===== config.mk =====
export PLATFORM = sky130hd
export DESIGN_NAME = clsr_back
export DESIGN_NICKNAME = d
export VERILOG_FILES = /design/src/clsr_pkg.sv /design/src/clsr_back.sv
export SDC_FILE = /design/constraint.sdc
export NUM_CORES = 2
export LEC_CHECK = 0
export BUFFER_PORTS_ARGS = -buffer_cell sky130_fd_sc_hd__clkbuf_2
export CORE_MARGIN = 5
export CORE_UTILIZATION = 30
export CTS_CLUSTER_SIZE = 8
export DETAILED_ROUTE_END_ITERATION = 10
export PLACE_DENSITY_LB_ADDON = 0.08
export SYNTH_ARGS = -nofsm -noshare
export SYNTH_HDL_FRONTEND = slang
export SYNTH_SLANG_ARGS = --single-unit

===== constraint.sdc =====
create_clock -name aclk -period 60.5 [get_ports aclk]
set_input_delay 6.05 -clock aclk [delete_from_list [all_inputs] [get_ports aclk]]
set_output_delay 6.05 -clock aclk [all_outputs]
set_load 0.01 [all_outputs]

===== src/clsr_pkg.sv =====
`default_nettype none

package clsr_pkg;

    localparam int RAW_W   = 31;
    localparam int DATA_W  = 32;
    localparam int PROD1_W = 47;

    localparam logic [30:0] MOD1         = 31'd2147483563;
    localparam logic [30:0] MOD2         = 31'd2147483399;
    localparam logic [30:0] MOD1_LESS    = 31'd2147483562;
    localparam logic [15:0] MUL1         = 16'd40014;
    localparam logic [15:0] MUL2         = 16'd40692;
    localparam logic [7:0]  FOLD1        = 8'd85;
    localparam logic [7:0]  FOLD2        = 8'd249;
    localparam logic [7:0]  FRAC_EST_MUL = 8'd170;
    localparam logic [31:0] FRACTION_MAX = 32'd4294966780;
    localparam logic [30:0] SECOND_RESET = 31'd123456789;
    localparam logic [30:0] SEED_RESET   = 31'd3;

    localparam int QUEUE_DEPTH = 2;
    localparam int QUEUE_PTR_W = $clog2(QUEUE_DEPTH);
    localparam int QUEUE_CNT_W = $clog2(QUEUE_DEPTH + 1);

    typedef struct packed {
        logic [RAW_W-1:0]         raw;
        logic signed [DATA_W-1:0] lower;
        logic signed [DATA_W-1:0] upper;
    } item_t;

endpackage

`default_nettype wire


===== src/clsr_back.sv =====
`default_nettype none

module clsr_back
    import clsr_pkg::*;
(
    input  wire logic           aclk,
    input  wire logic           aresetn,
    input  wire logic           q_valid,
    output logic                q_ready,
    input  wire item_t          q_item,
    output logic                m_valid,
    input  wire logic           m_ready,
    output logic [RAW_W-1:0]    m_raw,
    output logic [DATA_W-1:0]   m_fraction,
    output logic [DATA_W-1:0]   m_scaled
);

    logic                     v1_reg, v2_reg, v3_reg, v4_reg, v5_reg;
    logic [RAW_W-1:0]         raw1_reg, raw2_reg, raw3_reg, raw4_reg, raw5_reg;
    logic [DATA_W-1:0]        lo1_reg, lo2_reg, lo3_reg, lo4_reg;
    logic                     neg1_reg, neg2_reg, neg3_reg, neg4_reg;
    logic [DATA_W-1:0]        mag1_reg, mag2_reg, mag3_reg;
    logic [38:0]              t1_reg;
    logic [31:0]              r2_reg;
    logic [31:0]              qb2_reg;
    logic [DATA_W-1:0]        frac3_reg, frac4_reg, frac5_reg;
    logic [63:0]              prod4_reg;
    logic [DATA_W-1:0]        scaled5_reg;

    logic                     adv;
    logic signed [DATA_W:0]   width;
    logic [7:0]               d0;
    logic [31:0]              frac_q;
    logic [DATA_W-1:0]        off_mag;
    logic [DATA_W-1:0]        offset;

    assign adv     = !v5_reg || m_ready;
    assign q_ready = adv;

    always_comb begin
        width   = {q_item.upper[DATA_W-1], q_item.upper}
                - {q_item.lower[DATA_W-1], q_item.lower};
        d0      = t1_reg[38:31];
        frac_q  = qb2_reg + 32'(r2_reg >= {1'b0, MOD1});
        if (frac_q > FRACTION_MAX) begin
            frac_q = FRACTION_MAX;
        end
        off_mag = prod4_reg[63:32] + 32'(|prod4_reg[31:0]);
        offset  = neg4_reg ? (32'd0 - off_mag) : prod4_reg[63:32];
    end

    always_ff @(posedge aclk) begin
        if (!aresetn) begin
            v1_reg <= 1'b0;
            v2_reg <= 1'b0;
            v3_reg <= 1'b0;
            v4_reg <= 1'b0;
            v5_reg <= 1'b0;
        end else if (adv) begin
            v1_reg <= q_valid;
            v2_reg <= v1_reg;
            v3_reg <= v2_reg;
            v4_reg <= v3_reg;
            v5_reg <= v4_reg;
        end
    end

    always_ff @(posedge aclk) begin
        if (adv) begin
            raw1_reg <= q_item.raw;
            lo1_reg  <= q_item.lower;
            neg1_reg <= width[DATA_W];
            mag1_reg <= width[DATA_W] ? (q_item.lower - q_item.upper)
                                      : (q_item.upper - q_item.lower);
            t1_reg   <= 39'(q_item.raw) * 39'(FRAC_EST_MUL);

            raw2_reg <= raw1_reg;
            lo2_reg  <= lo1_reg;
            neg2_reg <= neg1_reg;
            mag2_reg <= mag1_reg;
            r2_reg   <= 32'(t1_reg[30:0]) + 32'(15'(d0) * 15'(FOLD1));
            qb2_reg  <= {raw1_reg, 1'b0} + 32'(d0);

            raw3_reg  <= raw2_reg;
            lo3_reg   <= lo2_reg;
            neg3_reg  <= neg2_reg;
            mag3_reg  <= mag2_reg;
            frac3_reg <= frac_q;

            raw4_reg  <= raw3_reg;
            lo4_reg   <= lo3_reg;
            neg4_reg  <= neg3_reg;
            frac4_reg <= frac3_reg;
            prod4_reg <= 64'(frac3_reg) * 64'(mag3_reg);

            raw5_reg    <= raw4_reg;
            frac5_reg   <= frac4_reg;
            scaled5_reg <= lo4_reg + offset;
        end
    end

    assign m_valid    = v5_reg;
    assign m_raw      = raw5_reg;
    assign m_fraction = frac5_reg;
    assign m_scaled   = scaled5_reg;

    a_fraction_clamped: assert property (@(posedge aclk) disable iff (!aresetn)
        v3_reg |-> (frac3_reg <= FRACTION_MAX))
        else $error("Fraction above its clamp.");

endmodule

`default_nettype wire


==> impl_results.md <==
* Reg2reg setup slack at 50.97 ns
* Number of fill cells at 23,300
* Hold_buf cts at 0
* Ranking of synthesized cells by area: edfxtp_1 (30%), fa_1 (28%), ha_1 (9.8%), inv_1 (7.4%), and2_1 (5.1%)
* Worst hold start: lo2_reg[12]$_DFFE_PP_
* Share of cells above drive strength 1 at 0.0640
* Clock-pin transition on the worst setup and hold timing paths at 0.05 ns
* Achievable frequency at 77.3 MHz
* IO buf count at 195
* First-pass GRT wire length at 313,000 µm
* CORE AREA at 0.227 mm²
* WL final at 204,000 µm
* Wirelength per Cell at 21.1 µm
* GR met3 Demand/Resource at 0.0200
* Relative slew margins at 0.329
* Sequential share of the synthesized area at 0.297
* Leading area contributor after synthesis: edfxtp_1
* Die Wd at 488 µm
* Initial core utilization at 0.301
* Post-CTS setup buffer count at 0
* I/O Pins at 196
* Ys flop type: edfxtp_1
* Worst Path Arrival at 6.89 ns
* Most used routing layer: met2
* Root buf cell: clkbuf_16
* RSZ-0062 raised after global routing: no
* Worst Reg-to-Reg Cells at 24
* Area of the multi-input gates at 0.0421 mm²
* CTS Sinks at 678
* Routed Antenna Nets at 0
* Clk buf depth at 3
* First-iteration detailed-routing DRC count at 2,465
* Synth top cells by count: inv_1 (1,345), fa_1 (973), nand2_1 (681)
* Number of global-route vias before repair at 48,700
* WHS Path Cells at 0
* M2 GR Usage at 0.302
* Largest net degree at the start of global routing at 157
* Worst Max-Slew Pin Slew at 1.00 ns
* Tightest Hold Check Type: reg2reg
* Placer Congestion at 0.826
* GR Overflow Total at 0
* Cts bufs inserted at 99
* # rows at 175
* Mapped cell area at 0.0684 mm²
* Ys Warns at 0
* CP Class: in2out
* DIE AREA at 0.238 mm²
* Hold Slack at 0.376 ns
* Syn nets at 8,124
* Worst R2R End: prod4_reg[63]$_DFFE_PP_
* Number of flip-flops in the largest register at 64
* Tmin final at 12.94 ns
* TNS Setup at 0 ns
* Detailed placement HPWL at 149,000 µm
* RR Startpoint: frac3_reg[27]$_SDFFCE_PN1P_
* Worst Hold End: lo3_reg[12]$_DFFE_PP_
* Routed via count at 44,900
* Vias per cell at 4.65
* Total GRT Usage at 0.174
* CTS tree: built
* # H-tree levels at 3
* FF+latch area at 0.0203 mm²
* Utilization after layout at 0.332
* Area growth syn-to-layout at 10.4%
* Period utilisation layout at 0.214
* Post-Syn Instances at 6,514
* Die height at 488 µm
* Most numerous cell in the Yosys netlist: inv_1
* First-pass DRT Iterations at 5
* Setup-failing EPs final at 0
* M1 GR Usage at 0.232
* Async set-reset flop share out of synthesis at 0
* Fin nets at 8,239
* Status: finished clean
* Final hold violation count at 0
* Max FO, Critical Path at 51
* Seq cells post-synth at 678
* EDFF count, synth at 673
* Crit end category: output pin
* Residual DRC at 0
* Max cap viols at 0
* Post-CTS resize count at 0
* Slew Limit Fails at 0
* Crit path required time at 54.45 ns
* Fin Clk Skew at 0.0881 ns
* Crit start category: input port
* Fraction of post-synthesis cell area in the top cell type by area at 0.295
* Clk Latency, worst-skew pair at 0.77 ns
* Yosys cell types at 88
* Avg Cell Area, Syn at 10.5 µm²
* Initial antenna violation count at 23
placed cells by master, fill, tap and decap left out, drive strengths merged, types with 18 or more instances in the layout:
master / netlist / routed
inv: 1346 / 1347
fa: 973 / 973
nand2: 681 / 681
edfxtp: 673 / 673
and2: 560 / 560
ha: 538 / 538
clkbuf: 240 / 300
a21oi: 225 / 225
xnor2: 177 / 177
nor2: 135 / 135
a21o: 130 / 130
o21ai: 126 / 126
buf: 21 / 80
xor2: 79 / 79
nand3: 79 / 79
nor3: 50 / 50
and3: 44 / 44
nand4: 44 / 44
o21bai: 44 / 44
nor2b: 38 / 38
a31oi: 30 / 30
o21a: 28 / 28
mux2i: 22 / 22
nand2b: 20 / 20
o31ai: 18 / 18
o211ai: 18 / 18
cells by family (layout without fill, tap and decap cells):
| group | Yosys count | in the layout | synth area share |
|---|---|---|---|
| AND/OR/NAND/NOR | 1710 | 1710 | 0.126 |
| XOR/XNOR | 256 | 256 | 0.0329 |
| multiplexers | 25 | 25 | 0.00371 |
| flip-flops | 678 | 678 | 0.297 |
| AO/OA/AOI/OAI | 727 | 727 | 0.0692 |
| other | 0 | 7 | 0 |
| adder cells (fa/ha/maj) | 1511 | 1511 | 0.383 |
| buffers and inverters | 1607 | 1746 | 0.0887 |
worst max path at each step:
stage            start       to  slack [ns]  cells after the start
6_report       m_ready  q_ready       47.56                      3
3_3_place_gp   m_ready  q_ready       47.51                      3
3_5_place_dp   m_ready  q_ready       47.50                      3
5_1_grt        m_ready  q_ready       47.48                      3
4_1_cts        m_ready  q_ready       47.52                      3
2_1_floorplan  m_ready  q_ready       29.88                      2
area by class of cell:
| class | instances | area share |
|---|---|---|
| Antenna cell | 7 | 0.000232 |
| Clock buffer | 105 | 0.0331 |
| Clock inverter | 20 | 0.00359 |
| Inverter | 1346 | 0.0669 |
| Multi-Input combinational cell | 4229 | 0.556 |
| Sequential cell | 678 | 0.269 |
| Tap cell | 3009 | 0.0498 |
| Timing Repair Buffer | 275 | 0.0212 |
metrics by stage:
stage | cells | worst slack, ns | area, µm²
finish | 9669 | 47.56 | 75600
global route | 9663 | 47.48 | 75600
CTS | 9662 | 47.52 | 75600
detailed placement | 9537 | 47.50 | 72800
global placement | 9537 | 47.51 | 72800
floorplan | 6514 | 29.88 | 68400
critical path, stage by stage:
cell      delay, ns
clkbuf_2       0.08
nand2b_4       0.51
clkbuf_2       0.25
layer usage:
| layer | share of wire | vias up | routed length [µm] |
|---|---|---|---|
| li1 | - | 20800 | - |
| met1 | 0.44 | 23000 | 90500 |
| met2 | 0.49 | 871 | 101000 |
| met3 | 0.038 | 227 | 7810 |
| met4 | 0.025 | 2 | 5190 |
| met5 | 0.000093 | - | 19 |
Power is left out: the tool's default activity adds up to more than one toggle a clock period on the data nets, which glitch-free logic cannot reach.
