`src/clsr_pkg.sv`:
```
`default_nettype none

package clsr_pkg;

    localparam int RAW_W   = 31;
    localparam int DATA_W  = 32;
    localparam int PROD1_W = 47;

    localparam logic [30:0] MOD1         = 31'd2147483563;
    localparam logic [30:0] MOD2         = 31'd2147483399;
    localparam logic [30:0] MOD1_LESS    = 31'd2147483562;
    localparam logic [15:0] MUL1         = 16'd40014;
    localparam logic [15:0] MUL2         = 16'd40692;
    localparam logic [7:0]  FOLD1        = 8'd85;
    localparam logic [7:0]  FOLD2        = 8'd249;
    localparam logic [7:0]  FRAC_EST_MUL = 8'd170;
    localparam logic [31:0] FRACTION_MAX = 32'd4294966780;
    localparam logic [30:0] SECOND_RESET = 31'd123456789;
    localparam logic [30:0] SEED_RESET   = 31'd3;

    localparam int QUEUE_DEPTH = 2;
    localparam int QUEUE_PTR_W = $clog2(QUEUE_DEPTH);
    localparam int QUEUE_CNT_W = $clog2(QUEUE_DEPTH + 1);

    typedef struct packed {
        logic [RAW_W-1:0]         raw;
        logic signed [DATA_W-1:0] lower;
        logic signed [DATA_W-1:0] upper;
    } item_t;

endpackage

`default_nettype wire

```
`src/clsr_front.sv`:
```
`default_nettype none

module clsr_front
    import clsr_pkg::*;
#(
    parameter int TABLE_SIZE = 32
) (
    input  wire logic                     aclk,
    input  wire logic                     aresetn,
    input  wire logic                     cfg_wen,
    input  wire logic [RAW_W-1:0]         cfg_wdata,
    input  wire logic                     s_valid,
    output logic                          s_ready,
    input  wire logic signed [DATA_W-1:0] s_lower,
    input  wire logic signed [DATA_W-1:0] s_upper,
    output logic                          q_valid,
    input  wire logic                     q_ready,
    output item_t                         q_item
);

    localparam int SLOT_W = $clog2(TABLE_SIZE);
    localparam logic [31:0] SLOT_DIV = 32'(1 + (32'(MOD1) - 1) / TABLE_SIZE);
    localparam logic [7:0] SLOT_RECIP = 8'((64'd1 << 31) / 64'(SLOT_DIV));
    localparam logic [SLOT_W-1:0] SLOT_MAX = SLOT_W'(TABLE_SIZE - 1);

    typedef enum logic [4:0] {
        ST_IDLE = 5'b00001,
        ST_MUL  = 5'b00010,
        ST_RED  = 5'b00100,
        ST_UPD  = 5'b01000,
        ST_DIV  = 5'b10000
    } state_t;

    state_t                   state_reg, state_next;
    logic [RAW_W-1:0]         seed_reg;
    logic [RAW_W-1:0]         x1_reg;
    logic [RAW_W-1:0]         x2_reg;
    logic [PROD1_W-1:0]       p1_reg;
    logic [PROD1_W-1:0]       p2_reg;
    logic [RAW_W-1:0]         out_reg;
    logic [SLOT_W-1:0]        slot_reg;
    logic [TABLE_SIZE-1:0]    valid_reg;
    logic [RAW_W-1:0]         rd_data_reg;
    logic                     rd_valid_reg;
    logic signed [DATA_W-1:0] lo_reg;
    logic signed [DATA_W-1:0] hi_reg;
    logic [RAW_W-1:0]         rem_reg;
    logic [SLOT_W-1:0]        quot_reg;
    logic                     div_phase_reg;
    logic [RAW_W-1:0]         tab_mem [TABLE_SIZE];

    logic                     accept;
    logic [RAW_W-1:0]         seed_mod;
    logic [31:0]              sum1;
    logic [31:0]              sum2;
    logic [RAW_W-1:0]         x1_red;
    logic [RAW_W-1:0]         x2_red;
    logic [RAW_W-1:0]         tab_val;
    logic [31:0]              diff;
    logic [RAW_W-1:0]         y_val;
    logic [RAW_W+7:0]         est_prod;
    logic [SLOT_W-1:0]        quot_est;
    logic [31:0]              rem_left;
    logic                     div_ge;
    logic [SLOT_W-1:0]        quot_fin;
    logic                     div_last;

    assign s_ready = (state_reg == ST_IDLE) && q_ready;
    assign accept  = s_valid && s_ready;

    always_comb begin
        seed_mod = (seed_reg >= MOD1) ? (seed_reg - MOD1) : seed_reg;
        if (seed_mod == '0) begin
            seed_mod = RAW_W'(1);
        end

        sum1 = 32'(p1_reg[RAW_W-1:0]) + 32'(24'(p1_reg[PROD1_W-1:RAW_W]) * 24'(FOLD1));
        sum2 = 32'(p2_reg[RAW_W-1:0]) + 32'(24'(p2_reg[PROD1_W-1:RAW_W]) * 24'(FOLD2));
        x1_red = (sum1 >= {1'b0, MOD1}) ? RAW_W'(sum1 - {1'b0, MOD1}) : sum1[RAW_W-1:0];
        x2_red = (sum2 >= {1'b0, MOD2}) ? RAW_W'(sum2 - {1'b0, MOD2}) : sum2[RAW_W-1:0];

        tab_val = rd_valid_reg ? rd_data_reg : '0;
        diff    = {1'b0, tab_val} - {1'b0, x2_reg};
        if (diff[31] || (diff == '0)) begin
            diff = diff + {1'b0, MOD1_LESS};
        end
        y_val = diff[RAW_W-1:0];

        est_prod = (RAW_W+8)'(rem_reg) * (RAW_W+8)'(SLOT_RECIP);
        quot_est = est_prod[RAW_W +: SLOT_W];
        rem_left = {1'b0, rem_reg} - 32'(32'(quot_reg) * SLOT_DIV);
        div_ge   = rem_left >= SLOT_DIV;
        quot_fin = quot_reg + SLOT_W'(div_ge);
        if (quot_fin > SLOT_MAX) begin
            quot_fin = SLOT_MAX;
        end
        div_last = div_phase_reg;
    end

    always_comb begin
        state_next = state_reg;
        case (state_reg)
            ST_IDLE: begin
                if (accept) begin
                    state_next = ST_MUL;
                end
            end
            ST_MUL:  state_next = ST_RED;
            ST_RED:  state_next = ST_UPD;
            ST_UPD:  state_next = ST_DIV;
            ST_DIV: begin
                if (div_last) begin
                    state_next = ST_IDLE;
                end
            end
            default: state_next = ST_IDLE;
        endcase
    end

    assign q_valid      = (state_reg == ST_UPD);
    assign q_item.raw   = y_val;
    assign q_item.lower = lo_reg;
    assign q_item.upper = hi_reg;

    always_ff @(posedge aclk) begin
        if (!aresetn) begin
            state_reg <= ST_IDLE;
            seed_reg  <= SEED_RESET;
            x1_reg    <= '0;
            x2_reg    <= SECOND_RESET;
            out_reg   <= '0;
            slot_reg  <= '0;
            valid_reg <= '0;
        end else begin
            state_reg <= state_next;
            if (cfg_wen) begin
                seed_reg <= cfg_wdata;
            end
            if (accept && (out_reg == '0)) begin
                x1_reg <= seed_mod;
            end
            if (state_reg == ST_RED) begin
                x1_reg <= x1_red;
                x2_reg <= x2_red;
            end
            if (state_reg == ST_UPD) begin
                out_reg             <= y_val;
                valid_reg[slot_reg] <= 1'b1;
            end
            if ((state_reg == ST_DIV) && div_last) begin
                slot_reg <= quot_fin;
            end
        end
    end

    always_ff @(posedge aclk) begin
        if (accept) begin
            lo_reg <= s_lower;
            hi_reg <= s_upper;
        end
        if (state_reg == ST_MUL) begin
            p1_reg       <= PROD1_W'(x1_reg) * PROD1_W'(MUL1);
            p2_reg       <= PROD1_W'(x2_reg) * PROD1_W'(MUL2);
            rd_valid_reg <= valid_reg[slot_reg];
        end
        if (state_reg == ST_UPD) begin
            rem_reg       <= y_val;
            div_phase_reg <= 1'b0;
        end
        if ((state_reg == ST_DIV) && !div_phase_reg) begin
            quot_reg      <= quot_est;
            div_phase_reg <= 1'b1;
        end
    end

    always_ff @(posedge aclk) begin
        if (state_reg == ST_MUL) begin
            rd_data_reg <= tab_mem[slot_reg];
        end
        if (state_reg == ST_UPD) begin
            tab_mem[slot_reg] <= x1_reg;
        end
    end

    a_push_has_room: assert property (@(posedge aclk) disable iff (!aresetn)
        q_valid |-> q_ready)
        else $error("Shuffle result pushed into a full queue.");

    a_output_nonzero: assert property (@(posedge aclk) disable iff (!aresetn)
        (state_reg == ST_UPD) |=> (out_reg != '0))
        else $error("Shuffled output returned to zero after a draw.");

    a_slot_in_range: assert property (@(posedge aclk) disable iff (!aresetn)
        slot_reg <= SLOT_MAX)
        else $error("Table slot beyond the table.");

endmodule

`default_nettype wire

```
`config.mk`:
```
export PLATFORM = sky130hd
export DESIGN_NAME = clsr_front
export DESIGN_NICKNAME = d
export VERILOG_FILES = /design/src/clsr_pkg.sv /design/src/clsr_front.sv
export SDC_FILE = /design/constraint.sdc
export NUM_CORES = 2
export LEC_CHECK = 0
export BUFFER_PORTS_ARGS = -buffer_cell sky130_fd_sc_hd__buf_2
export CORE_MARGIN = 2
export CORE_UTILIZATION = 56
export CTS_BUF_LIST = sky130_fd_sc_hd__clkbuf_16
export CTS_CLUSTER_SIZE = 16
export DETAILED_ROUTE_END_ITERATION = 10
export PLACE_DENSITY = 0.8
export SETUP_SLACK_MARGIN = 0.02
export SLEW_MARGIN = 10
export SYNTH_ARGS = -nofsm -noshare
export SYNTH_HDL_FRONTEND = slang
export SYNTH_SLANG_ARGS = --single-unit
```
`constraint.sdc`:
```
create_clock -name aclk -period 6.8 [get_ports aclk]
set_input_delay 0.68 -clock aclk [delete_from_list [all_inputs] [get_ports aclk]]
set_output_delay 0.68 -clock aclk [all_outputs]
set_load 0.02 [all_outputs]
```
==> flow_metrics.env <==
export IMPL_io_buffers=196
export IMPL_routedWlPerCell_um=27.00
export IMPL_grt_max_degree=111
export IMPL_fmax_ghz=0.1484
export IMPL_avgSynthCellArea_sq_um=13.55
export IMPL_cp_common_cell="fa_1"
export IMPL_drc=0
export IMPL_die_h_um=380.9
export IMPL_slowest_delay_ps=530
export IMPL_die_x_um=380.9
export IMPL_globalplace_congestion=0.9507
export IMPL_htree_levels=4
export IMPL_synth_common_cells="edfxtp_1, inv_1, ha_1"
export IMPL_synth_seq_cells=1381
export IMPL_clkSlewWorstSetupHoldPaths_ps=70
export IMPL_via_per_inst=6.386
export IMPL_fillerInstances=10100
export IMPL_synthesis_nets=6971
export IMPL_syn2layout_area_growth_pct=12.00
export IMPL_worstPathRequired_ps=7470
export IMPL_synthFlopType="edfxtp_1"
export IMPL_path_class="reg2reg"
export IMPL_synth_warnings=0
export IMPL_drive_gt1_share_pct=16.86
export IMPL_die_area_sq_um=145100
export IMPL_cap_violations=0
export IMPL_largest_reg_flops=992
export IMPL_cp_start_kind="flop"
export IMPL_hold_viol=0
export IMPL_synth_xor_xnor_area_share_pct=2.334
export IMPL_cp_slowest_cell="fa_1"
export IMPL_synth_compound_area_share_pct=8.479
export IMPL_dp_hpwl_um=148100
export IMPL_vdd_ir_drop_worst_v=0.0002297
export IMPL_cts_tree="done"
export IMPL_netlist_instances=5871
export IMPL_cts_sinks=1381
export IMPL_synth_simple_gate_area_share_pct=6.716
export IMPL_wl_um=222800
export IMPL_outcome="finished clean"
export IMPL_grt_overflow_total=0
export IMPL_ios=197
export IMPL_period_needed_ps=6737
export IMPL_hp_class="in2reg"
export IMPL_synth_area_sq_um=79550
export IMPL_synthAdderAreaFrac_pct=20.12
export IMPL_yosys_area_top_type_share_pct=45.83
export IMPL_vias=52710
export IMPL_leakage_nw=34.92
export IMPL_rsz0062_at_grt="true"
export IMPL_track_usage_pct=30.59
export IMPL_first_pass_iters=6
export IMPL_layout_setup_ws_ps=62.88
export IMPL_setup_violations=0
export IMPL_numCtsBuffers=140
export IMPL_arrival_ps=7410
export IMPL_yosysMostFrequentCell="edfxtp_1"
export IMPL_p_per_area_nw_per_um2=256.4
export IMPL_core_sq_um=141200
export IMPL_synth_edff_count=1214
export IMPL_num_rows=138
export IMPL_skew_ps=55.27
export IMPL_yosysUniqueCellTypes=102
export IMPL_antenna_found_initial=18
export IMPL_initial_core_util_pct=56.32
export IMPL_clockBufferDepth=3
export IMPL_finalMaxSlewViolations=0
export IMPL_hold_buffers=0
export IMPL_slew_headroom_pct=33.68
export IMPL_drt_iter0_markers=6820
export IMPL_whs_ps=65.67
export IMPL_async_flop_share_pct=0
export IMPL_ctsRootBufferMaster="clkbuf_16"
export IMPL_worst_pin_slew_ps=992.4
export IMPL_synth_area_leader_cell="edfxtp_1"
export IMPL_critPathMaxFanout=3
export IMPL_grt_pass1_vias=53390
export IMPL_place_ws_ps=-264.4
export IMPL_power_mw=22.84
export IMPL_detail_route_antenna_nets=0
export IMPL_grt_pass1_wl_um=331700
export IMPL_period_share_pct=99.08
export IMPL_synth_mux_area_share_pct=7.882
export IMPL_placed_area_sq_um=84130
export IMPL_ys_seq_area_share_pct=50.03
export IMPL_worstSetupEndpointType="flop"
export IMPL_synth_area_leaders="edfxtp_1, fa_1, ha_1"
export IMPL_synth_top_family_by_area="adder cells"
export IMPL_clock_latency_ps=800
export IMPL_final_area_sq_um=89090
export IMPL_fin_nets=7335
[area by class of cell]
type	count	area [sq um]	share of cell area (%)
clock inverter	114	807.0	0.9058
sequential	1381	39820	44.69
inverter	729	2738	3.073
timing repair buffer	427	2785	3.126
clock buffer	146	3654	4.101
tap	1890	2365	2.654
antenna	11	27.53	0.03090
multi-input combinational	3556	36900	41.42
[logic make-up after synthesis]
| logic type | after synthesis |
|---|---|
| adders and majority gates | 1000 |
| AOI/OAI and AO/OA | 1000 |
| buffers and inverters | 934 |
| xor gates and xnor gates | 212 |
| muxes | 306 |
| and+or+nand+nor | 1038 |
| DFF | 1381 |
[path summary, 6_finish.rpt]
check                                              from                        to  slack [ps]  depth (start not counted)
worst max-delay path              quot_reg[4]$_DFFE_PP_  slot_reg[4]$_SDFFE_PN0P_          60                         29
worst min-delay path                         s_lower[3]       lo_reg[3]$_DFFE_PP_          70                          1
worst max register to register    quot_reg[4]$_DFFE_PP_  slot_reg[4]$_SDFFE_PN0P_          60                         29
worst min register to register  out_reg[1]$_SDFFE_PN0P_   out_reg[1]$_SDFFE_PN0P_         470                          2
[power breakdown]
group,switching [mW],internal (mW)
Clock,3.51,4.07
Sequential,0.115,9.46
Combinational,3.57,2.12
Total,7.19,15.6
[routing by layer]
| layer | wire (um) | vias to the layer above | share of wire, % | track usage (%) |
|---|---|---|---|---|
| li1 | - | 22350 | - | - |
| met1 | 79780 | 26330 | 36 | 39.27 |
| met2 | 107500 | 3334 | 48 | 50.13 |
| met3 | 24750 | 677 | 11 | 7.212 |
| met4 | 10730 | 18 | 4.8 | 12.77 |
| met5 | 132 | - | 0.059 | 0 |
[cells in the final DEF (no fill, tap or decap), types with 32 or more instances in the layout]
cell	netlist	final
edfxtp_1	1214	1214
inv_1	727	762
ha_1	535	527
fa_1	465	463
nor2_1	290	257
mux4_2	256	256
buf_4	0	224
a21oi_1	227	221
buf_2	4	196
nand2_1	175	172
o21ai_0	172	169
dfxtp_1	167	156
clkbuf_16	0	146
a22oi_1	135	135
xnor2_1	138	130
a21o_1	108	108
nand3_1	94	94
nand4_1	92	92
xor2_1	74	73
and2_1	60	58
mux2i_1	47	47
a31oi_1	50	47
nor3_1	50	46
nand2b_1	46	46
and3_1	39	37
a211oi_1	38	33
nor2_4	0	33
nor4_1	37	32
[worst max-delay path, delay by kind of cell (launching register included)]
kind	cells	cell delay (ps)
adders and majority gates	8	3060
AOI/OAI and AO/OA	9	1710
buffers and inverters	6	540
and+or+nand+nor	4	540
DFF	1	420
xor gates and xnor gates	2	350
[metrics by stage]
stage	TNS, ps	utilization, %	instances
2_1_floorplan	0	-	5871
3_3_place_gp	-835.7	59.57	7975
3_5_place_dp	-713.7	59.57	7975
4_1_cts	-15.87	62.81	8236
5_1_grt	-540.9	63.06	8243
6_report	0	63.08	8254
[what timing repair did]
action / 4_1_cts / 5_1_grt
buffers inserted: 2 / 8
endpoints found under the setup margin: 9 / 95
gates resized for setup: 22 / 64
pin swaps: 21 / 16
(Power assumes the default switching activity.)
