File: config.mk
export PLATFORM = sky130hd
export DESIGN_NAME = clsr_queue
export DESIGN_NICKNAME = d
export VERILOG_FILES = /design/src/clsr_pkg.sv /design/src/clsr_queue.sv
export SDC_FILE = /design/constraint.sdc
export NUM_CORES = 1
export LEC_CHECK = 0
export BUFFER_PORTS_ARGS = -buffer_cell sky130_fd_sc_hd__buf_2
export CAP_MARGIN = 10
export CELL_PAD_IN_SITES_DETAIL_PLACEMENT = 0
export CELL_PAD_IN_SITES_GLOBAL_PLACEMENT = 1
export CORE_MARGIN = 2
export CORE_UTILIZATION = 48
export CTS_CLUSTER_DIAMETER = 120
export CTS_CLUSTER_SIZE = 12
export DETAILED_ROUTE_END_ITERATION = 16
export PLACE_DENSITY = 0.94
export SYNTH_ARGS = -nofsm -noshare
export SYNTH_HDL_FRONTEND = slang
export SYNTH_SLANG_ARGS = --single-unit
File: constraint.sdc
create_clock -name aclk -period 5.9 [get_ports aclk]
set_input_delay 1.18 -clock aclk [delete_from_list [all_inputs] [get_ports aclk]]
set_output_delay 1.18 -clock aclk [all_outputs]
set_load 0.005 [all_outputs]
File: src/clsr_pkg.sv
`default_nettype none

package clsr_pkg;

    localparam int RAW_W   = 31;
    localparam int DATA_W  = 32;
    localparam int PROD1_W = 47;

    localparam logic [30:0] MOD1         = 31'd2147483563;
    localparam logic [30:0] MOD2         = 31'd2147483399;
    localparam logic [30:0] MOD1_LESS    = 31'd2147483562;
    localparam logic [15:0] MUL1         = 16'd40014;
    localparam logic [15:0] MUL2         = 16'd40692;
    localparam logic [7:0]  FOLD1        = 8'd85;
    localparam logic [7:0]  FOLD2        = 8'd249;
    localparam logic [7:0]  FRAC_EST_MUL = 8'd170;
    localparam logic [31:0] FRACTION_MAX = 32'd4294966780;
    localparam logic [30:0] SECOND_RESET = 31'd123456789;
    localparam logic [30:0] SEED_RESET   = 31'd3;

    localparam int QUEUE_DEPTH = 2;
    localparam int QUEUE_PTR_W = $clog2(QUEUE_DEPTH);
    localparam int QUEUE_CNT_W = $clog2(QUEUE_DEPTH + 1);

    typedef struct packed {
        logic [RAW_W-1:0]         raw;
        logic signed [DATA_W-1:0] lower;
        logic signed [DATA_W-1:0] upper;
    } item_t;

endpackage

`default_nettype wire

File: src/clsr_queue.sv
`default_nettype none

module clsr_queue
    import clsr_pkg::*;
(
    input  wire logic   aclk,
    input  wire logic   aresetn,
    input  wire logic   in_valid,
    output logic        in_ready,
    input  wire item_t  in_item,
    output logic        out_valid,
    input  wire logic   out_ready,
    output item_t       out_item
);

    logic [QUEUE_PTR_W-1:0] wr_ptr_reg;
    logic [QUEUE_PTR_W-1:0] rd_ptr_reg;
    logic [QUEUE_CNT_W-1:0] count_reg;
    item_t                  mem_reg [QUEUE_DEPTH];
    logic                   push;
    logic                   pop;

    assign in_ready  = (count_reg != QUEUE_CNT_W'(QUEUE_DEPTH));
    assign out_valid = (count_reg != '0);
    assign out_item  = mem_reg[rd_ptr_reg];
    assign push      = in_valid && in_ready;
    assign pop       = out_valid && out_ready;

    always_ff @(posedge aclk) begin
        if (!aresetn) begin
            wr_ptr_reg <= '0;
            rd_ptr_reg <= '0;
            count_reg  <= '0;
        end else begin
            if (push) begin
                wr_ptr_reg <= (wr_ptr_reg == QUEUE_PTR_W'(QUEUE_DEPTH - 1)) ? '0
                                                                            : wr_ptr_reg + 1'b1;
            end
            if (pop) begin
                rd_ptr_reg <= (rd_ptr_reg == QUEUE_PTR_W'(QUEUE_DEPTH - 1)) ? '0
                                                                            : rd_ptr_reg + 1'b1;
            end
            if (push && !pop) begin
                count_reg <= count_reg + 1'b1;
            end else if (pop && !push) begin
                count_reg <= count_reg - 1'b1;
            end
        end
    end

    always_ff @(posedge aclk) begin
        if (push) begin
            mem_reg[wr_ptr_reg] <= in_item;
        end
    end

    a_count_bound: assert property (@(posedge aclk) disable iff (!aresetn)
        count_reg <= QUEUE_CNT_W'(QUEUE_DEPTH))
        else $error("Queue fill count beyond its depth.");

endmodule

`default_nettype wire

==> results of run 1 <==
[Yosys cell counts]
cell type,number,area [sq um]
a21boi_0,1,7.510
o21ai_0,1,5.000
xor2_1,1,8.760
or2_2,1,6.260
nand2b_4,1,13.76
buf_6,6,67.56
edfxtp_1,190,5705
mux2_4,50,750.7
or3_1,1,6.260
buf_2,4,20.02
clkbuf_2,1,5.000
a21bo_2,1,10.01
a21boi_1,1,7.510
xnor2_1,2,17.52
dfxtp_1,5,100.1
ha_1,1,12.51
and2_1,4,25.02
inv_1,1,3.750
nand3b_1,1,7.510
mux2_2,45,506.7
o21ai_1,1,5.000
and3_1,1,6.260
[metal layers]
| layer | vias to the layer above | GRT usage (%) |
|---|---|---|
| met5 | - | 0 |
| met4 | 0 | 6.206 |
| met3 | 14 | 5.402 |
| met2 | 142 | 24.69 |
| met1 | 1733 | 17.88 |
| li1 | 1673 | - |
[area by class of cell]
cell class	instances	area (sq um)	area share (%)
flip-flops and latches	195	5809	64.40
multi-input cells	113	1401	15.53
repair buffers	198	998.5	11.07
clock buffers	18	429.2	4.757
well taps	188	235.2	2.607
clock inverters	12	141.4	1.567
inverters	1	6.256	0.06935
[power groups by stage]
stage	Sequential (mW)	Clock, mW	Combinational, mW
floorplan	1.81	0	0.588
global placement	1.87	0	0.794
detailed placement	1.89	0	0.809
CTS	1.86	1.13	0.812
global route	1.88	1.19	0.863
finish	1.85	1.10	0.798
[tightest hold or removal path, cell delays in order (launching register included)]
cell and delay (ps):
dfxtp_1 360, o21ai_0 90, a21boi_1 60
[kinds of logic (layout without fill, tap and decap cells)]
group	count (synthesis)	in the layout	share of synthesized area (%)
and+or+nand+nor	9	9	0.8916
muxes	95	95	17.23
xor gates and xnor gates	3	3	0.3601
DFF	195	195	79.55
adders and majority gates	1	1	0.1714
AOI/OAI and AO/OA	5	5	0.4800
buffers and inverters	12	229	1.320
[metrics by stage]
stage	power (mW)	util (%)
floorplan	2.395	-
global placement	2.667	56.21
detailed placement	2.695	56.21
CTS	3.798	60.01
global route	3.927	60.01
finish	3.752	60.01
[path summary, 6_finish.rpt]
check | end | start | depth (start not counted) | slack [ps]
hold / removal | count_reg[1] | count_reg[1] | 2 | 570
setup reg to reg | mem_reg[1][63] | count_reg[0] | 3 | 3640
setup / recovery | out_item[79] | register | 3 | 2150
hold reg to reg | count_reg[1] | count_reg[1] | 2 | 570
==> summary.md, run 1 <==
| Metric | Value |
|---|---|
| GRT Resource Usage Total | `14.94%` |
| Hold Path Class | `reg -> reg` |
| Worst path cell trace | `buf_4 -> mux2_2 -> buf_2` |
| Die area | `16210 sq um` |
| CTS buffer count | `17` |
| Most common cell after layout, fill and taps aside | `buf_2` |
| Initial antenna violation count | `0` |
| Worst-margin pin slew | `1022 ps` |
| Cell count after synthesis | `320` |
| Setup WS post-layout | `2153 ps` |
| Clk pin slew, worst setup/hold paths | `60 ps` |
| Psw | `0.8887 mW` |
| Core area | `15030 sq um` |
| WP data required | `4720 ps` |
| Sequential share of the synthesized area | `79.55%` |
| Type of element launching the critical path | `register` |
| Ports | `196` |
| Die height | `127.3 um` |
| Clock root buffer | `clkbuf_16` |
| Syn Area/Cell | `22.81 sq um` |
| Post-CTS setup repair buffer count | `0` |
| Clk Latency, worst-skew pair | `410 ps` |
| Cell variety after synth | `22` |
| Switching share of power | `23.69%` |
| Most frequent cells in the layout | `buf_2, edfxtp_1, mux2_4` |
| Metal3 WL | `953 um` |
| Wire per inst | `16.55 um` |
| Worst vdd ir | `0.1946 mV` |
| Fin area | `9021 sq um` |
| FMAX | `0.2669 GHz` |
| DR top layer | `met4` |
| M1 wire length | `4990 um` |
| Non-filler instance count after layout | `725` |
| Initial Utilization | `48.55%` |
| Internal power | `2.863 mW` |
| Final setup fails | `0` |
| Fin crit share | `63.50%` |
| Number of diodes | `0` |
| CTS resizes | `0` |
| Filler Cell Count | `1099` |
| Setup Total Neg Slack | `0 ps` |
| Crit path arrival time | `2570 ps` |
| H-tree levels | `4` |
| Comb power frac | `21.3%` |
| Post-Synthesis Cell Area | `7298 sq um` |
| DR vias | `3562` |
| Crit path kind | `reg -> out` |
| Sequential Power Share | `49.3%` |
| Die X | `127.3 um` |
| CP max FO | `68` |
| Slowest cell delay on critical path | `1020 ps` |
| Vias per inst | `4.913` |
| CP top delay family | `flip-flops` |
| RSZ-0062 raised after global routing | `false` |
| Syn Nets | `420` |
| Crit. End Element | `primary output` |
| CTS tree | `built` |
| Max-Cap Viols | `0` |
| Starting DRT DRC Count | `238` |
| Rows | `45` |
| WHS | `565.7 ps` |
| DR WL met2 | `5891 um` |
| Placed Area | `8451 sq um` |
| Clock power share | `29.4%` |
| Final ANT Viol Nets | `0` |
| Outcome | `complete, no violations` |
| IO buf count | `195` |
| Remaining global-route overflow | `0` |
| Layout Nets | `626` |
| Bufs and invs on worst path | `2` |
| Seq cells post-synth | `195` |
| Final Wtd Congestion | `0.7313` |
| CTS Sinks | `195` |
| Synth Warn # | `0` |
| Pwr per Cell Area | `415.9 nW/um^2` |
| Slowest-stage cell, CP | `dfxtp_4` |
| Vias in the first global route | `3639` |
| Pins Over Slew Limit | `0` |
| Clk_skew | `7.322 ps` |
| Lkg Pwr | `3.448 nW` |
| Rel. slew slack | `31.88%` |
| Share of cells above drive strength 1 | `60.34%` |
| First-pass GRT wire length | `18110 um` |
| CTS Hold Buffers Added | `0` |
| TritonRoute pass-1 iters | `4` |
| Final Hold Vio Count | `0` |
| Post-placement cell count | `695` |
| CTS max path bufs | `2` |
| Dpl ws | `2562 ps` |
| Fin crit period | `3747 ps` |
| WL final | `12000 um` |
| Largest net degree at the start of global routing | `69` |
| Max reg flops | `190` |
| Area growth syn-to-layout | `23.61%` |
| Final HPWL DP | `8253 um` |
| DRC Markers | `0` |
Power figures use the tool's default switching activity.
==> run 2, diff against run 1 <==
--- a/config.mk
+++ b/config.mk
@@ -5,16 +5,17 @@
 export SDC_FILE = /design/constraint.sdc
 export NUM_CORES = 1
 export LEC_CHECK = 0
+export ABC_AREA = 1
 export BUFFER_PORTS_ARGS = -buffer_cell sky130_fd_sc_hd__buf_2
 export CAP_MARGIN = 10
 export CELL_PAD_IN_SITES_DETAIL_PLACEMENT = 0
 export CELL_PAD_IN_SITES_GLOBAL_PLACEMENT = 1
 export CORE_MARGIN = 2
-export CORE_UTILIZATION = 48
+export CORE_UTILIZATION = 40
 export CTS_CLUSTER_DIAMETER = 120
 export CTS_CLUSTER_SIZE = 12
 export DETAILED_ROUTE_END_ITERATION = 16
-export PLACE_DENSITY = 0.94
+export PLACE_DENSITY = 0.85
 export SYNTH_ARGS = -nofsm -noshare
 export SYNTH_HDL_FRONTEND = slang
 export SYNTH_SLANG_ARGS = --single-unit
==> constraint.sdc (replaced) <==
create_clock -name aclk -period 3.25 [get_ports aclk]
set_input_delay 0.65 -clock aclk [delete_from_list [all_inputs] [get_ports aclk]]
set_output_delay 0.65 -clock aclk [all_outputs]
set_load 0.005 [all_outputs]
==> summary.md, run 2 <==
| Metric | Value |
|---|---|
| Cell variety after synth | `16` |
| Reg2Reg Depth | `5` |
| Remaining global-route overflow | `0` |
| Total power | `6.772 mW` |
| WL final | `13060 um` |
| DRC Markers | `0` |
| Crit path kind | `reg -> out` |
| Rel. slew slack | `55.60%` |
| Dpl ws | `1095 ps` |
| Crit. End Element | `primary output` |
| Die area | `19360 sq um` |
| Syn Nets | `433` |
| Post-Synthesis Cell Area | `7306 sq um` |
| Setup Total Neg Slack | `0 ps` |
| Yosys top cell by area | `edfxtp_1` |
| Outcome | `complete, no violations` |
| Top_reg_cell synth | `edfxtp_1` |
| Clk Latency, worst-skew pair | `410 ps` |
| CTS buffer count | `17` |
| GRT Resource Usage Total | `13.47%` |
| Wire per inst | `16.68 um` |
| WHS | `421.7 ps` |
| Switching share of power | `24.80%` |
| Type of element launching the critical path | `register` |
| Cell count after synthesis | `333` |
| WHS Path Cells | `1` |
| Final setup fails | `0` |
| Post-CTS setup repair buffer count | `0` |
| Number of diodes | `0` |
| TritonRoute pass-1 iters | `4` |
| Placed Area | `8567 sq um` |
| Psw | `1.679 mW` |
| Worst-margin pin slew | `666.0 ps` |
| Top cells by count, synth | `edfxtp_1, mux2_4, mux2_2, nand2_1` |
| Filler Cell Count | `1501` |
| Die height | `139.1 um` |
| Final ANT Viol Nets | `0` |
| Pwr per Cell Area | `741.6 nW/um^2` |
| Most frequent cells in the layout | `buf_2, edfxtp_1, mux2_4` |
| RSZ-0062 raised after global routing | `false` |
| CTS tree | `built` |
| EDFF count, synth | `190` |
| Vias in the first global route | `3923` |
| Fin crit period | `2552 ps` |
| CTS resizes | `0` |
| Most common cell after layout, fill and taps aside | `buf_2` |
| Crit path arrival time | `1900 ps` |
| CTS Sinks | `195` |
| Lkg Pwr | `3.516 nW` |
| CTS Hold Buffers Added | `0` |
| Area of the multi-input gates | `1383 sq um` |
| Worst vdd ir | `0.3616 mV` |
| Top post-synthesis cells by area | `edfxtp_1, mux2_4, mux2_2` |
| Ports | `196` |
| Synth Warn # | `0` |
| Seq cells post-synth | `195` |
| Vias per inst | `4.723` |
| Final HPWL DP | `8918 um` |
| Final Wtd Congestion | `0.6842` |
| FMAX | `0.3919 GHz` |
| CP max FO | `39` |
| Share of cells above drive strength 1 | `59.03%` |
| Comb power frac | `21.6%` |
| Hold Path Class | `in -> reg` |
| Die X | `139.1 um` |
| Rows | `49` |
| Layout Nets | `642` |
| Clk pin slew, worst setup/hold paths | `70 ps` |
| Setup WS post-layout | `698.2 ps` |
| WP data required | `2600 ps` |
| Final Hold Vio Count | `0` |
| Largest net degree at the start of global routing | `51` |
| Syn Area/Cell | `21.94 sq um` |
| H-tree levels | `4` |
| Starting DRT DRC Count | `208` |
| Internal power | `5.092 mW` |
| Pins Over Slew Limit | `0` |
| Fin area | `9131 sq um` |
| Clock root buffer | `clkbuf_16` |
| Max reg flops | `190` |
| Sequential Power Share | `48.9%` |
| Post-synth ARST share | `0%` |
| Core area | `17960 sq um` |
| Sequential Area | `5809 sq um` |
| First-pass GRT wire length | `20130 um` |
| Clk_skew | `6.982 ps` |
| CTS max path bufs | `2` |
| Initial Utilization | `40.67%` |
| Initial antenna violation count | `1` |
| Max-Cap Viols | `0` |
| Top-count cell post-synth | `edfxtp_1` |
| Area growth syn-to-layout | `24.99%` |
| Fin crit share | `78.52%` |
| DR vias | `3698` |
| Synth top area share | `78.10%` |
| IO buf count | `195` |
| Clock power share | `29.5%` |
| Sequential share of the synthesized area | `79.47%` |
## run 2: cell families (layout without fill, tap and decap cells)
family / after synthesis / after routing / share of synthesized area (%)
flops: 195 / 195 / 79.47
simple gates: 19 / 19 / 1.028
compound gates: 4 / 4 / 0.3083
mux: 95 / 95 / 17.21
fa+ha+maj: 1 / 1 / 0.1712
buf+inv: 19 / 240 / 1.815
## run 2: power groups by stage
stage          logic [mW]  registers, mW  clock network, mW
2_1_floorplan       0.968           3.32                  0
3_3_place_gp         1.45           3.35                  0
3_5_place_dp         1.48           3.38                  0
4_1_cts              1.49           3.32               2.05
5_1_grt              1.59           3.35               2.16
6_report             1.46           3.31               2.00
## run 2: metal layers
| metal | global-route usage, % | routed length [um] | part of all wire [%] | vias up |
|---|---|---|---|---|
| met1 | 15.47 | 5283 | 40 | 1849 |
| met2 | 23.88 | 6864 | 53 | 124 |
| met4 | 4.147 | 110 | 0.84 | 2 |
| met5 | 0 | 13 | 0.10 | - |
| li1 | - | - | - | 1712 |
| met3 | 4.558 | 786 | 6.0 | 11 |
## run 2: worst max-delay path: stages, from the launching register on
cell,delay [ps]
dfxtp_4,650
buf_12,300
mux2_2,380
buf_2,130
## run 2: stage by stage
step,utilization (%),instances
2_1_floorplan,-,333
3_3_place_gp,47.69,752
3_5_place_dp,47.69,752
4_1_cts,50.83,783
5_1_grt,50.83,783
6_report,50.83,783
## run 2: layout make-up
class                           count  area share (%)
Clock inverter                     13           1.480
Clock buffer                       18           4.700
Tap cell                          229           3.138
Timing Repair Buffer              201           11.59
Inverter                            8          0.3289
Sequential cell                   195           63.62
Multi-Input combinational cell    119           15.14
## run 2: path summary, 6_finish.rpt
check                                   from             end  slack (ps)
worst min register to register    rd_ptr_reg      rd_ptr_reg         500
worst min-delay path              in_item[8]   mem_reg[0][8]         420
worst max register to register  count_reg[0]  mem_reg[1][65]        1360
worst max-delay path                register    out_item[23]         700
==> run 3, diff against run 2 <==
--- a/config.mk
+++ b/config.mk
@@ -5,17 +5,17 @@
 export SDC_FILE = /design/constraint.sdc
 export NUM_CORES = 1
 export LEC_CHECK = 0
-export ABC_AREA = 1
+export ABC_AREA = 0
 export BUFFER_PORTS_ARGS = -buffer_cell sky130_fd_sc_hd__buf_2
 export CAP_MARGIN = 10
 export CELL_PAD_IN_SITES_DETAIL_PLACEMENT = 0
 export CELL_PAD_IN_SITES_GLOBAL_PLACEMENT = 1
 export CORE_MARGIN = 2
-export CORE_UTILIZATION = 40
+export CORE_UTILIZATION = 44
 export CTS_CLUSTER_DIAMETER = 120
 export CTS_CLUSTER_SIZE = 12
 export DETAILED_ROUTE_END_ITERATION = 16
-export PLACE_DENSITY = 0.85
+export PLACE_DENSITY = 0.88
 export SYNTH_ARGS = -nofsm -noshare
 export SYNTH_HDL_FRONTEND = slang
 export SYNTH_SLANG_ARGS = --single-unit
==> constraint.sdc (replaced) <==
create_clock -name aclk -period 2.5 [get_ports aclk]
set_input_delay 0.5 -clock aclk [delete_from_list [all_inputs] [get_ports aclk]]
set_output_delay 0.5 -clock aclk [all_outputs]
set_load 0.005 [all_outputs]
==> summary.md, run 3 (synthesis results as in run 1) <==
| Metric | Value |
|---|---|
| Outcome | `complete, no violations` |
| First-pass GRT wire length | `19870 um` |
| Crit path kind | `reg -> out` |
| Share of cells above drive strength 1 | `60.70%` |
| Clk_skew | `6.966 ps` |
| Fin util | `55.29%` |
| Area of the multi-input gates | `1401 sq um` |
| Psw | `2.210 mW` |
| CTS Hold Buffers Added | `0` |
| Starting DRT DRC Count | `208` |
| Area growth syn-to-layout | `24.29%` |
| RR Endpoint | `mem_reg[0][28]` |
| Vias per inst | `4.779` |
| Most frequent cells in the layout | `buf_2, edfxtp_1, mux2_4` |
| Switching share of power | `25.36%` |
| Die area | `17630 sq um` |
| Die height | `132.8 um` |
| Final Wtd Congestion | `0.6986` |
| Type of element launching the critical path | `register` |
| Fin area | `9071 sq um` |
| CTS Sinks | `195` |
| Placed Area | `8552 sq um` |
| Max-Cap Viols | `0` |
| Worst vdd ir | `0.5158 mV` |
| Largest net degree at the start of global routing | `57` |
| Worst-margin pin slew | `601.0 ps` |
| RSZ-0062 raised after global routing | `false` |
| Clock root buffer | `clkbuf_16` |
| Non-filler instance count after layout | `763` |
| DR vias | `3646` |
| WHS Path Cells | `1` |
| Most common cell after layout, fill and taps aside | `buf_2` |
| CTS tree | `built` |
| Rel. slew slack | `59.93%` |
| Clock power share | `27.5%` |
| Setup Total Neg Slack | `0 ps` |
| Reg2reg setup slack | `770 ps` |
| Lkg Pwr | `3.459 nW` |
| Clk pin slew, worst setup/hold paths | `70 ps` |
| Post-CTS setup repair buffer count | `0` |
| Core area | `16410 sq um` |
| CTS buffer count | `17` |
| CP max FO | `39` |
| Final Hold Vio Count | `0` |
| TritonRoute pass-1 iters | `4` |
| Hold Path End | `mem_reg[1][94]` |
| Crit path arrival time | `1830 ps` |
| Hold Path Class | `in -> reg` |
| Initial Utilization | `44.48%` |
| DRC Markers | `0` |
| Internal power | `6.504 mW` |
| Initial antenna violation count | `2` |
| Layout Nets | `629` |
| WP data required | `2000 ps` |
| Dpl ws | `609.7 ps` |
| FMAX | `0.4301 GHz` |
| Reg2Reg Depth | `4` |
| Pins Over Slew Limit | `0` |
| WL final | `12750 um` |
| Final HPWL DP | `8559 um` |
| IO buf count | `195` |
| CTS resizes | `0` |
| Fin crit period | `2325 ps` |
| Reg-to-Reg Start | `count_reg[0]` |
| Remaining global-route overflow | `0` |
| Sequential Area | `5809 sq um` |
| Final ANT Viol Nets | `0` |
| Ports | `196` |
| Hold path startpoint | `in_item[94]` |
| Filler Cell Count | `1286` |
| Max reg flops | `190` |
| Crit. End Element | `primary output` |
| Vias in the first global route | `3930` |
| Rows | `47` |
| Setup WS post-layout | `175.0 ps` |
| Sequential Power Share | `48.2%` |
| H-tree levels | `4` |
| Wire per inst | `16.71 um` |
| GRT Resource Usage Total | `14.80%` |
| Post-placement cell count | `730` |
| Pwr per Cell Area | `960.7 nW/um^2` |
| Die X | `132.8 um` |
| Final setup fails | `0` |
| Clk Latency, worst-skew pair | `420 ps` |
| Fin crit share | `93.00%` |
| Comb power frac | `24.3%` |
| CTS max path bufs | `2` |
run 3: changes by cell type in the layout (fill, tap and decap cells not counted), sizes merged, moves of 2 or more:
cell    change
inv         -7
bufinv      -2
nor2        -8
clkinv      +2
xnor2       +2
and2        +4
a21boi      +2
nand2       -9
run 3: through the flow:
stage / hold WS, ps / total power, mW
2_1_floorplan: 512.4 / 5.637
3_3_place_gp: 525.5 / 6.355
3_5_place_dp: 564.9 / 6.433
4_1_cts: 239.4 / 8.831
5_1_grt: 238.4 / 9.129
6_report: 260.4 / 8.715
run 3: cell type report:
| cell class | count | share of cell area [%] |
|---|---|---|
| Sequential cell | 195 | 64.04 |
| Timing Repair Buffer | 201 | 11.67 |
| Multi-Input combinational cell | 113 | 15.45 |
| Clock inverter | 14 | 0.9655 |
| Antenna cell | 1 | 0.02759 |
| Inverter | 1 | 0.08276 |
| Tap cell | 220 | 3.034 |
| Clock buffer | 18 | 4.731 |
run 3: worst max-delay path by stage:
| stage | start | endpoint | slack (ps) |
|---|---|---|---|
| 2_1_floorplan | count_reg[0] | mem_reg[0][0] | 80 |
| 3_3_place_gp | register | out_item[75] | 660 |
| 3_5_place_dp | register | out_item[5] | 610 |
| 4_1_cts | register | out_item[5] | 140 |
| 5_1_grt | register | out_item[9] | 80 |
| 6_report | register | out_item[80] | 170 |
run 3: metal layers:
| layer | up-vias | track usage, % | share of wire [%] |
|---|---|---|---|
| met4 | 2 | 7.467 | 2.4 |
| li1 | 1685 | - | - |
| met1 | 1803 | 16.53 | 40 |
| met3 | 26 | 5.096 | 6.0 |
| met5 | - | 0 | 0.10 |
| met2 | 130 | 25.24 | 51 |
run 3: critical path, cell delays in order, from the launching register on:
cell	delay (ps)
dfxtp_4	360
buf_4	480
mux2_2	400
buf_2	130
run 3: power by group through the flow:
stage,logic [mW],clock network [mW],registers (mW)
3_5_place_dp,2.16,0,4.27
3_3_place_gp,2.10,0,4.25
4_1_cts,2.17,2.46,4.20
2_1_floorplan,1.39,0,4.25
6_report,2.12,2.40,4.20
5_1_grt,2.29,2.60,4.24
